--- config.mk ---
export PLATFORM = sky130hd
export DESIGN_NAME = fpc_merge
export DESIGN_NICKNAME = d
export VERILOG_FILES = /design/src/rtl/fpc_pkg.sv /design/src/rtl/fpc_divider.sv /design/src/rtl/fpc_merge.sv
export SDC_FILE = /design/constraint.sdc
export NUM_CORES = 2
export LEC_CHECK = 0
export ABC_AREA = 0
export BUFFER_PORTS_ARGS = -buffer_cell sky130_fd_sc_hd__buf_2
export CAP_MARGIN = 20
export CORE_MARGIN = 1
export CORE_UTILIZATION = 35
export CTS_CLUSTER_SIZE = 12
export DETAILED_ROUTE_END_ITERATION = 8
export PLACE_DENSITY = 0.56
export SLEW_MARGIN = 10
export SYNTH_ARGS = -nofsm -noshare
export SYNTH_HDL_FRONTEND = slang
export SYNTH_SLANG_ARGS = --single-unit
--- constraint.sdc ---
create_clock -name clk -period 12.21 [get_ports clk]
set_clock_uncertainty 0.15 [all_clocks]
set_input_delay 2.442 -clock clk [delete_from_list [all_inputs] [get_ports clk]]
set_output_delay 2.442 -clock clk [all_outputs]
set_load 0.005 [all_outputs]
--- src/rtl/fpc_pkg.sv ---
`timescale 1ns / 1ps
`default_nettype none
package fpc_pkg;
  localparam int CELLS = 4;
  localparam int MAX_WINDOW = 64;
  localparam int AW = $clog2(MAX_WINDOW);
  localparam int GAIN_FRAC_BITS = 16;
  localparam int SUM_W = 38;
  localparam int COP_X_UM = 85000;
  localparam int COP_Y_UM = 45000;
  localparam logic [2:0] REG_WINDOW = 3'd0;
  localparam logic [2:0] REG_CAL_LF = 3'd1;
  localparam logic [2:0] REG_CAL_RB = 3'd4;
  localparam logic [2:0] REG_THRESH = 3'd5;

  typedef struct packed {
    logic start;
    logic clear;
    logic [AW-1:0] pos;
    logic [6:0] len;
  } lane_ctl_t;
endpackage
`default_nettype wire

--- src/rtl/fpc_divider.sv ---
`timescale 1ns / 1ps
`default_nettype none
// Restoring unsigned divider, one quotient bit per cycle (55 bits).
module fpc_divider (
  input  wire logic        clk,
  input  wire logic        rst_n,
  input  wire logic        start,
  input  wire logic [54:0] dividend,
  input  wire logic [37:0] divisor,
  output logic             done,
  output logic [54:0]      quotient
);
  import fpc_pkg::*;
  logic [54:0] q_r;
  logic [38:0] rem_r;
  logic [37:0] d_r;
  logic [5:0]  cnt_r;
  logic        busy_r;
  logic        done_r;
  logic [38:0] sh;
  logic [38:0] sub;

  assign sh  = {rem_r[37:0], q_r[54]};
  assign sub = sh - {1'b0, d_r};

  always_ff @(posedge clk) begin
    if (!rst_n) begin
      busy_r <= 1'b0;
      done_r <= 1'b0;
    end else begin
      done_r <= 1'b0;
      if (start) begin
        busy_r <= 1'b1;
        cnt_r  <= 6'd0;
        q_r    <= dividend;
        rem_r  <= '0;
        d_r    <= divisor;
      end else if (busy_r) begin
        if (!sub[38]) begin
          rem_r <= sub;
          q_r   <= {q_r[53:0], 1'b1};
        end else begin
          rem_r <= sh;
          q_r   <= {q_r[53:0], 1'b0};
        end
        cnt_r <= cnt_r + 6'd1;
        if (cnt_r == 6'd54) begin
          busy_r <= 1'b0;
          done_r <= 1'b1;
        end
      end
    end
  end
  assign done = done_r;
  assign quotient = q_r;
endmodule
`default_nettype wire

--- src/rtl/fpc_merge.sv ---
`timescale 1ns / 1ps
`default_nettype none
// Total, threshold and center of pressure with a shared divider.
module fpc_merge (
  input  wire logic        clk,
  input  wire logic        rst_n,
  input  wire logic        start,
  input  wire logic [30:0] f0,
  input  wire logic [30:0] f1,
  input  wire logic [30:0] f2,
  input  wire logic [30:0] f3,
  input  wire logic [32:0] thresh,
  output logic             done,
  output logic [32:0]      total,
  output logic signed [17:0] cx,
  output logic signed [16:0] cy,
  output logic             cvalid
);
  import fpc_pkg::*;
  typedef enum logic [2:0] {M_IDLE, M_MUL, M_X, M_Y, M_DONE} st_t;
  st_t st_r;
  logic [32:0] total_r;
  logic signed [33:0] dx_r, dy_r;
  logic [50:0] py_r;
  logic [50:0] pxm;
  logic sx_r, sy_r;
  logic signed [17:0] cx_r;
  logic signed [16:0] cy_r;
  logic cvalid_r, done_r, dstart, ddone;
  logic [54:0] dvd, quo;
  logic [33:0] ax, ay;
  logic [32:0] tsum;

  assign tsum = 33'(f0) + 33'(f1) + 33'(f2) + 33'(f3);
  assign ax = dx_r < 0 ? 34'(-dx_r) : 34'(dx_r);
  assign ay = dy_r < 0 ? 34'(-dy_r) : 34'(dy_r);
  assign pxm = 51'(ax[32:0] * 17'(COP_X_UM));
  assign dstart = (st_r == M_MUL && cvalid_r) || (st_r == M_X && ddone);
  assign dvd = st_r == M_MUL ? 55'(pxm) : 55'(py_r);

  fpc_divider u_div (
    .clk(clk), .rst_n(rst_n), .start(dstart), .dividend(dvd),
    .divisor({5'd0, total_r}), .done(ddone), .quotient(quo)
  );

  always_ff @(posedge clk) begin
    if (!rst_n) begin
      st_r   <= M_IDLE;
      done_r <= 1'b0;
    end else begin
      done_r <= 1'b0;
      unique case (st_r)
        M_IDLE: if (start) begin
          total_r  <= tsum;
          cvalid_r <= tsum > thresh;
          dx_r <= 34'(f0) + 34'(f2) - 34'(f1) - 34'(f3);
          dy_r <= 34'(f0) + 34'(f1) - 34'(f2) - 34'(f3);
          cx_r <= '0;
          cy_r <= '0;
          st_r <= M_MUL;
        end
        M_MUL: begin
          py_r <= 51'(ay[32:0] * 17'(COP_Y_UM));
          sx_r <= dx_r < 0;
          sy_r <= dy_r < 0;
          st_r <= cvalid_r ? M_X : M_DONE;
          if (!cvalid_r) done_r <= 1'b1;
        end
        M_X: if (ddone) begin
          cx_r <= (quo > 55'(COP_X_UM)) ? (sx_r ? -18'sd85000 : 18'sd85000)
                 : (sx_r ? -$signed(18'(quo)) : $signed(18'(quo)));
          st_r <= M_Y;
        end
        M_Y: if (ddone) begin
          cy_r <= (quo > 55'(COP_Y_UM)) ? (sy_r ? -17'sd45000 : 17'sd45000)
                 : (sy_r ? -$signed(17'(quo)) : $signed(17'(quo)));
          done_r <= 1'b1;
          st_r <= M_DONE;
        end
        M_DONE: st_r <= M_IDLE;
        default: st_r <= M_IDLE;
      endcase
    end
  end
  assign done = done_r;
  assign total = total_r;
  assign cx = cx_r;
  assign cy = cy_r;
  assign cvalid = cvalid_r;
endmodule
`default_nettype wire

==> flow_summary_export.csv <==
group,metric,value,unit
detailed_routing,drt_iter0_drc,1871,
place,gp_congestion,0.885,
clock_tree,post-cts-setup-buffers,0,
worst_setup_path,arrival,9.14,ns
die,ioPinCount,230,
synthesis,yosys_warnings,0,
synthesis,ys.flop_type,"edfxtp_1",
worst_setup_path,crit_type,"register to register",
sta,slew_headroom,0.316,
clock_tree,cts_buffer_depth,3,
die,start_util,0.353,
detailed_routing,ant_nets,0,
synthesis,synth_top_area_frac,0.220,
run,max_cap_violations,0,
place,dp_hpwl,94900,um
die,die_height,353,um
sta,setup_violations,0,
clock_tree,htreeDepth,2,
sta,period_share,0.733,
clock_tree,clkSinkCount,322,
detailed_routing,drc,0,
synthesis,netlist_top_cells_count,"inv_1 (1029), ha_1 (588), fa_1 (401)",
clock_tree,cts_root_buffer,"clkbuf_16",
sta,max_slew.worst_pin.slew,1.02,ns
min_path,min_path_type,"register to register",
detailed_routing,drt_pass1_iterations,5,
detailed_routing,wirelength,112000,um
synthesis,synth_fp_nets,5810,
synthesis,synth_edf_count,316,
sta,max_freq,0.112,GHz
clock_tree,cts_tree,"done",
worst_setup_path,crit_path_max_fanout,15,
sta,min_period,8.95,ns
grt,grt_max_degree,80,
grt,antenna_found_initial,11,
die,dieArea,0.124,mm2
grt,grt_pass1_vias,32700,
die,die_w,353,um
worst_setup_path,critPathRequiredTime,12.39,ns
synthesis,synth.most_common_cell,"inv_1",
synthesis,ys_ff_latch,322,
synthesis,ys_top_cells_by_area,"edfxtp_1 (22%), fa_1 (19%), ha_1 (17%), inv_1 (9.0%), xnor2_1 (4.1%)",
synthesis,yosysTopAreaCell,"edfxtp_1",
grt,grt_pass1_wl,178000,um
worst_setup_path,crit_slowest_cell,"edfxtp_1",
sta,setup_tns,0,ns
worst_setup_path,slowest_delay,0.71,ns
grt,gr-usage-all-layers,0.179,
detailed_routing,vias,32500,
die,core_area,0.122,mm2
place,portBuffers,229,
die,rows,128,
detailed_routing,vias_per_cell,4.95,
detailed_routing,wl_per_cell,17.0,um
layout,area_growth,10.8,%
outcome,outcome,"finished, final reports clean",
clock_tree,cts.repair.resized,0,
layout,fillers,12300,
worst_setup_path,cp-start-kind,"register",
synthesis,yosysSeqAreaShare,0.223,
synthesis,syn-instance-count,4661,
layout,nets,6051,
clock_tree,clk_pin_slew,0.06,ns
sta,slew_viol_final,0,
grt,overflow,0,
worst_setup_path,cpMostUsedCell,"fa_1",
worst_setup_path,crit_path_end_kind,"register",
synthesis,syn_area_per_cell,9.24,um2
clock_tree,numCtsBuffers,42,
clock_tree,cts_hold_buf,0,
sta,rsz0062_at_grt,"no",
sta,finalHoldViolations,0,
synthesis,ys_types,96,
layout,drive_above_1_share,0.0776,
synthesis,async_flop_share,0,
clock_tree,clk_latency,0.58,ns
synthesis,synth.cell_area,0.0431,mm2
==> flip-flops by register name, indices dropped and copies added, names as in the netlist, 3 cells and up <==
register and count:
dx_r 34, cx 18, u_div.rem_r 38, cy 17, u_div.cnt_r 6, u_div.quotient 55
py_r 46, u_div.d_r 33, total 33, dy_r 33, st_r 3
==> per-stage QoR <==
stage | instance area [um2] | setup WS (ns) | hold slack, ns | util | instances
floorplan | 43100 | 1.98 | 0.266 | - | 4661
finish | 47700 | 3.26 | 0.277 | 0.392 | 6567
detailed placement | 46300 | 2.96 | 0.278 | 0.380 | 6483
CTS | 47700 | 3.24 | 0.270 | 0.392 | 6559
global route | 47700 | 2.70 | 0.282 | 0.392 | 6565
global placement | 46300 | 2.98 | 0.279 | 0.380 | 6483
==> final cells by class <==
type	count	area (um2)	share of cell area
clock buffers	48	1070	0.0225
flip-flops and latches	322	9610	0.201
multi-input cells	3233	29400	0.615
diodes	8	20.0	0.000419
clock inverters	28	307	0.00642
well taps	1625	2030	0.0426
repair buffers	272	1470	0.0308
inverters	1031	3870	0.0811
==> routing by layer <==
layer / wire length [um] / global-route usage / part of all wire
met1: 53300 / 0.251 / 0.48
met5: 18 / 0 / 0.00016
met2: 49500 / 0.288 / 0.44
met4: 2680 / 0.0456 / 0.024
met3: 6110 / 0.0266 / 0.055
==> kinds of logic after synthesis <==
group | synth area share
AO/OA/AOI/OAI | 0.151
XOR/XNOR | 0.0652
adder cells (fa/ha/maj) | 0.357
buffers and inverters | 0.0966
flip-flops | 0.223
multiplexers | 0.00988
AND/OR/NAND/NOR | 0.0970
==> final timing paths <==
check	startpoint	to	slack [ns]	cells after the start
max reg2reg	dx_r[0]$_DFFE_PP_	py_r[48]$_DFFE_PP_	3.26	30
min	total[24]$_DFFE_PP_	u_div.d_r[24]$_DFFE_PP_	0.28	0
max	dx_r[0]$_DFFE_PP_	py_r[48]$_DFFE_PP_	3.26	30
min reg2reg	total[24]$_DFFE_PP_	u_div.d_r[24]$_DFFE_PP_	0.28	0
==> placed cells by master (no fill, tap or decap), types with 58 or more instances in the layout <==
cell type  synthesis  routed
a21o_1           134     134
nand2_1          222     222
nand3_1           58      58
inv_1           1029    1029
xnor2_1          204     204
nor2_1           259     259
o21ai_0          185     185
nor3_1            61      59
xor2_1           115     115
edfxtp_1         316     316
fa_1             401     401
a21oi_1          300     300
buf_2              6     229
ha_1             588     588
==> critical path: cells and delay by family, from the launching register on <==
kind	cells	cell delay (ns)
compound gates	9	1.98
xor+xnor	2	0.73
fa+ha+maj	7	3.12
buf+inv	5	0.61
flops	1	0.71
simple gates	7	1.37
Power is left out: the tool's default activity adds up to more than one toggle a clock period on the data nets, which glitch-free logic cannot reach.
