==> config.mk <==
export PLATFORM = sky130hd
export DESIGN_NAME = fpc_lane
export DESIGN_NICKNAME = d
export VERILOG_FILES = /design/src/rtl/fpc_pkg.sv /design/src/rtl/fpc_divider.sv /design/src/rtl/fpc_lane.sv
export SDC_FILE = /design/constraint.sdc
export NUM_CORES = 2
export LEC_CHECK = 0
export BUFFER_PORTS_ARGS = -buffer_cell sky130_fd_sc_hd__buf_2
export CAP_MARGIN = 40
export CORE_MARGIN = 2
export CORE_UTILIZATION = 30
export DETAILED_ROUTE_END_ITERATION = 8
export MAX_ROUTING_LAYER = met4
export PLACE_DENSITY = 0.54
export SLEW_MARGIN = 25
export SYNTH_ARGS = -nofsm -noshare
export SYNTH_HDL_FRONTEND = slang
export SYNTH_SLANG_ARGS = --single-unit
export TNS_END_PERCENT = 100
==> constraint.sdc <==
create_clock -name clk -period 16.8 [get_ports clk]
set_clock_uncertainty 0.1 [all_clocks]
set_input_delay 3.36 -clock clk [delete_from_list [all_inputs] [get_ports clk]]
set_output_delay 3.36 -clock clk [all_outputs]
set_load 0.03 [all_outputs]
==> src/rtl/fpc_pkg.sv <==
`timescale 1ns / 1ps
`default_nettype none
package fpc_pkg;
  localparam int CELLS = 4;
  localparam int MAX_WINDOW = 64;
  localparam int AW = $clog2(MAX_WINDOW);
  localparam int GAIN_FRAC_BITS = 16;
  localparam int SUM_W = 38;
  localparam int COP_X_UM = 85000;
  localparam int COP_Y_UM = 45000;
  localparam logic [2:0] REG_WINDOW = 3'd0;
  localparam logic [2:0] REG_CAL_LF = 3'd1;
  localparam logic [2:0] REG_CAL_RB = 3'd4;
  localparam logic [2:0] REG_THRESH = 3'd5;

  typedef struct packed {
    logic start;
    logic clear;
    logic [AW-1:0] pos;
    logic [6:0] len;
  } lane_ctl_t;
endpackage
`default_nettype wire

==> src/rtl/fpc_divider.sv <==
`timescale 1ns / 1ps
`default_nettype none
// Restoring unsigned divider, one quotient bit per cycle (55 bits).
module fpc_divider (
  input  wire logic        clk,
  input  wire logic        rst_n,
  input  wire logic        start,
  input  wire logic [54:0] dividend,
  input  wire logic [37:0] divisor,
  output logic             done,
  output logic [54:0]      quotient
);
  import fpc_pkg::*;
  logic [54:0] q_r;
  logic [38:0] rem_r;
  logic [37:0] d_r;
  logic [5:0]  cnt_r;
  logic        busy_r;
  logic        done_r;
  logic [38:0] sh;
  logic [38:0] sub;

  assign sh  = {rem_r[37:0], q_r[54]};
  assign sub = sh - {1'b0, d_r};

  always_ff @(posedge clk) begin
    if (!rst_n) begin
      busy_r <= 1'b0;
      done_r <= 1'b0;
    end else begin
      done_r <= 1'b0;
      if (start) begin
        busy_r <= 1'b1;
        cnt_r  <= 6'd0;
        q_r    <= dividend;
        rem_r  <= '0;
        d_r    <= divisor;
      end else if (busy_r) begin
        if (!sub[38]) begin
          rem_r <= sub;
          q_r   <= {q_r[53:0], 1'b1};
        end else begin
          rem_r <= sh;
          q_r   <= {q_r[53:0], 1'b0};
        end
        cnt_r <= cnt_r + 6'd1;
        if (cnt_r == 6'd54) begin
          busy_r <= 1'b0;
          done_r <= 1'b1;
        end
      end
    end
  end
  assign done = done_r;
  assign quotient = q_r;
endmodule
`default_nettype wire

==> src/rtl/fpc_lane.sv <==
`timescale 1ns / 1ps
`default_nettype none
// One load cell: calibrate, saturate, update window, average; a negative window sum gives zero.
module fpc_lane (
  input  wire logic               clk,
  input  wire logic               rst_n,
  input  wire fpc_pkg::lane_ctl_t ctl,
  input  wire logic signed [23:0] raw,
  input  wire logic [47:0]        cal,
  output logic                    done,
  output logic [30:0]             force_o
);
  import fpc_pkg::*;
  typedef enum logic [2:0] {S_IDLE, S_MUL, S_SAT, S_RD, S_SUM, S_DIV} st_t;
  st_t st_r;
  logic signed [31:0] hist [MAX_WINDOW];
  logic signed [31:0] rd_r;
  logic signed [24:0] diff_r;
  logic signed [48:0] prod_r;
  logic signed [31:0] s_r;
  logic signed [SUM_W-1:0] sum_r;
  logic [MAX_WINDOW-1:0] vld_r;
  logic [AW-1:0] pos_r;
  logic signed [48:0] q;
  logic signed [48:0] mag;
  logic signed [SUM_W-1:0] sum_nxt;
  logic dstart;
  logic ddone;
  logic [54:0] quo;
  logic [30:0] force_r;
  logic done_r;

  always_comb begin
    mag = prod_r < 0 ? -prod_r : prod_r;
    mag = mag >>> GAIN_FRAC_BITS;
    q = prod_r < 0 ? -mag : mag;
    sum_nxt = sum_r + SUM_W'(s_r) - SUM_W'(vld_r[pos_r] ? rd_r : 32'sd0);
  end

  assign dstart = (st_r == S_SUM) && !sum_nxt[SUM_W-1];

  fpc_divider u_div (
    .clk(clk), .rst_n(rst_n), .start(dstart),
    .dividend({17'd0, sum_nxt}), .divisor({31'd0, ctl.len}),
    .done(ddone), .quotient(quo)
  );

  always_ff @(posedge clk) begin
    if (!rst_n) begin
      st_r   <= S_IDLE;
      vld_r  <= '0;
      sum_r  <= '0;
      done_r <= 1'b0;
    end else begin
      done_r <= 1'b0;
      if (ctl.clear) begin
        vld_r <= '0;
        sum_r <= '0;
      end
      unique case (st_r)
        S_IDLE: if (ctl.start) begin
          diff_r <= 25'(raw) - 25'($signed(cal[47:24]));
          pos_r  <= ctl.pos;
          st_r   <= S_MUL;
        end
        S_MUL: begin
          prod_r <= diff_r * $signed(cal[23:0]);
          st_r   <= S_SAT;
        end
        S_SAT: begin
          if (q > 49'sd2147483647) s_r <= 32'h7fffffff;
          else if (q < -49'sd2147483648) s_r <= 32'h80000000;
          else s_r <= q[31:0];
          rd_r <= hist[pos_r];
          st_r <= S_RD;
        end
        S_RD: st_r <= S_SUM;
        S_SUM: begin
          sum_r <= sum_nxt;
          hist[pos_r] <= s_r;
          vld_r[pos_r] <= 1'b1;
          if (sum_nxt[SUM_W-1]) begin
            force_r <= '0;
            done_r  <= 1'b1;
            st_r    <= S_IDLE;
          end else st_r <= S_DIV;
        end
        S_DIV: if (ddone) begin
          force_r <= quo[30:0];
          done_r  <= 1'b1;
          st_r    <= S_IDLE;
        end
        default: st_r <= S_IDLE;
      endcase
    end
  end
  assign done = done_r;
  assign force_o = force_r;
endmodule
`default_nettype wire

==> results by group <==
Outcome
  – Outcome: complete, no violations

Clock tree
  – Root buffer cell: clkbuf_16
  – Htree depth: 4
  – Clock tree buffer depth: 4
  – Clock Latency Late Sink: 0.96 ns
  – Clk sinks: 2437
  – Hold Buf Count CTS: 0
  – Post-CTS Setup Bufs: 0
  – TritonCTS clock tree: yes
  – CTS Buf Count: 244
  – Post-CTS sizing: 0
  – Worst-path clk slew: 0.06 ns

GRT
  – Initial antenna violation count: 16
  – Vias in the first global route: 72000
  – First-pass GRT wire length: 510000 um
  – All-Layer GR Usage: 18.3%
  – Largest net degree at the start of global routing: 91
  – Grt ovf: 0

Setup path
  – Max incr delay on CP: ~0.86 ns
  – Crit Path Category: primary input to flip-flop
  – Critical Path RT: between 15 and 20 ns
  – Crit path from: cal[0]
  – Crit path cell chain: buf_2 -> nand2_1 -> inv_1 -> fa_1 -> inv_1 -> fa_1 -> inv_1 -> fa_1 -> fa_1 -> fa_1 -> fa_1 -> inv_1 -> fa_1 -> inv_1 -> ha_1 -> and3_1 -> nand3_1 -> o31ai_1 -> a41oi_1 -> o31ai_1 -> a221o_1 -> a21oi_1 -> xnor2_1
  – Worst Path Arrival: around 11 ns
  – Worst path buffer plus inverter count: 6
  – Startpoint Class: primary input
  – Slowest-stage cell, CP: fa_1
  – R2R Path Start: pos_r[1]$_DFFE_PP_
  – CP endpoint kind: flip-flop
  – CP dominant cell by count: fa_1
  – Largest fanout on the critical path: 25
  – Crit path max-delay family: adder cells

Timing
  – Max-slew headroom: roughly a third
  – Hold Fails Final Rpt: 0
  – Hold slack: 0.351 ns
  – Fin. max-slew vios: 0
  – RSZ-0062 raised after global routing: false
  – Final min period: 10.19 ns
  – Setup TNS: 0 ns
  – Peak Freq: slightly below 100 MHz
  – # setup viols final: 0
  – Slew @ Worst Pin: 0.988 ns
  – Setup ws final: 6.61 ns
  – Tcrit/Tclk final: about three fifths

Detailed routing
  – Wire length per cell: 26.3 um
  – Post-detailed-route DRC marker count: 0
  – First DRT Iteration DRCs: 7423
  – Via/cell ratio: 5.27
  – 1st-pass router iterations: 5
  – Final wirelength: 354000 um
  – Antenna Nets Post-Route: 0
  – Total number of vias: 70900

Final layout
  – Share of layout cells above drive strength 1: 10.8%
  – Area occupied by multi-input gates: 39100 um2
  – Storage cell area: around 72000 um2
  – FILL cells: 36700
  – Final core occ: 34.4%
  – Layout net count: around 9000
  – Fin area: roughly 130000 um2
  – Fin cells: 13400
  – Area growth syn-to-layout: 14.2%

Floorplanning
  – Num rows: around 230
  – Die Wd: 624 um
  – Initial core utilization: 30.1%
  – Die area: between 300000 and 400000 um2
  – Die height: 624 um
  – Core footprint: 383000 um2
  – Number of I/O pins: approximately 120

Synth
  – Sequential-to-total area share from yosys stat: between 60% and 70%
  – Cell taking the most area after synthesis: edfxtp_1
  – Register bit total from synthesis: ~2400
  – Avg Cell Area, Syn: around 14 um2
  – Synth area leaders: edfxtp_1 (61%), fa_1 (12%), a22oi_1 (3.9%)
  – Number of flops mapped to enable cells by yosys: 2329
  – Synthesized area: 115000 um2
  – Mapped Cells: 7993
  – Netlist cell types: between 70 and 80
  – Syn_nets: around 9000
  – Fraction of registers with async set/reset: 0%
  – Yosys warns: 0
  – Yosys top cell area share: 60.6%
  – Synth Flop Type: edfxtp_1

Min path
  – Worst hold path class: flip-flop to flip-flop
  – Worst Hold Launch: vld_r[53]$_SDFF_PN0_

Pwr
  – Leakage power: 46.4 nW
  – Pwr/cell area: about 220 nW/um2
  – Worst vdd ir: 0.961 mV
  – Post-layout power: ~29 mW

Place
  – DP Worst Slack: 5.70 ns
  – Number of port buffers: 120
  – Cell count after placement: 13000
  – Routability congestion estimate: 0.839
  – Hpwl dp: 216000 um
  – DP Area: 124000 um2

Job
  – Max-cap violations: 0
-- sequential cells by signal (all words and copies together), names as in the netlist, 32 cells and up --
signal and count:
sum_r 38, s_r 32, rd_r 32, vld_r 64, u_div.rem_r 38, u_div.quotient 55, hist 2048, prod_r 49
-- per-layer routing --
layer  GRT usage (%)  up-vias  part of all wire, %
met5               -        -                    0
met1            24.1    37300                   41
met3            2.81      472                  8.2
met4            3.95        0                  2.2
li1                -    30000                    -
met2            29.9     3009                   48
-- where the power goes --
group | leakage [nW] | switching (mW) | total, mW | internal, mW
clock network | 3.87 | 2.36 | 5.45 | 3.08
registers | 21.8 | 0.103 | 7.77 | 7.66
logic | 20.7 | 9.26 | 16.1 | 6.83
-- area by class of cell --
class                           count  area share (%)
Sequential cell                  2437            54.8
Multi-Input combinational cell   4279            29.7
Clock buffer                      293            4.85
Tap cell                         5038            4.79
Inverter                          844            2.41
Timing Repair Buffer              387            2.34
Clock inverter                    158            1.15
Antenna cell                        7          0.0133
-- synthesized netlist by cell type (23+ instances only) --
library cell and number:
o21ai_1 25, nor2b_1 93, o21ai_0 72, and2_1 300
a21o_1 121, dfxtp_1 108, inv_1 843, nand4_1 58
clkbuf_1 325, a31oi_1 225, xor2_1 73, a221oi_1 226
a22o_1 254, nor4_1 58, buf_1 99, mux2_2 34
ha_1 209, xnor2_1 117, fa_1 668, nor3_1 40
a21oi_1 166, nand2b_1 23, and3_1 53, nand3_1 64
edfxtp_1 2329, a22oi_1 605, nor2_1 191, nand2_1 412
-- cells in the final DEF (no fill, tap or decap), types with 64 or more instances in the layout --
master | synthesis | layout
ha_1 | 209 | 209
o21ai_0 | 72 | 72
nor2b_1 | 93 | 89
buf_2 | 9 | 121
fa_1 | 668 | 668
nand2_1 | 412 | 410
clkbuf_16 | 0 | 246
a221oi_1 | 226 | 226
inv_1 | 843 | 843
xnor2_1 | 117 | 117
a22oi_1 | 605 | 605
a21oi_1 | 166 | 166
a21o_1 | 121 | 121
and2_1 | 300 | 298
edfxtp_1 | 2329 | 2329
xor2_1 | 73 | 73
a31oi_1 | 225 | 224
a22o_1 | 254 | 254
dfxtp_1 | 108 | 108
nor2_1 | 191 | 127
nor2_4 | 0 | 64
buf_4 | 0 | 223
nand3_1 | 64 | 64
-- logic make-up after synthesis --
| family | share of synthesized area (%) |
|---|---|
| buffers and inverters | 4.17 |
| XOR/XNOR | 1.44 |
| multiplexers | 0.401 |
| AND/OR/NAND/NOR | 6.12 |
| adder cells (fa/ha/maj) | 13.9 |
| flip-flops | 62.5 |
| AO/OA/AOI/OAI | 11.5 |
-- worst register-to-register path: stages (launching register included) --
cell and delay, ns:
edfxtp_1 0.88, and3_4 0.71, buf_12 0.43, buf_12 0.56
buf_4 0.55, a22oi_1 0.17, nand4_1 0.18, a21oi_1 0.11
and3_1 0.17, buf_4 0.25, nor2b_1 0.32, fa_1 0.46
inv_1 0.10, ha_1 0.24, a211oi_1 0.33, o21ai_0 0.23
a21oi_1 0.47, a211oi_1 0.22, o2111ai_1 0.26, a31oi_1 0.27
a21o_1 0.30, a211oi_1 0.46, and2_4 0.68, buf_4 0.59
mux2_2 0.50
-- worst paths after layout --
| path | endpoint | slack, ns | cells past startpoint |
|---|---|---|---|
| worst max-delay path | prod_r[48]$_DFFE_PP_ | 6.61 | 23 |
| worst min register to register | vld_r[53]$_SDFF_PN0_ | 0.35 | 1 |
| worst max register to register | u_div.quotient[26]$_DFFE_PP_ | 6.99 | 24 |
| worst min-delay path | vld_r[53]$_SDFF_PN0_ | 0.35 | 1 |
(Power assumes the default switching activity.)
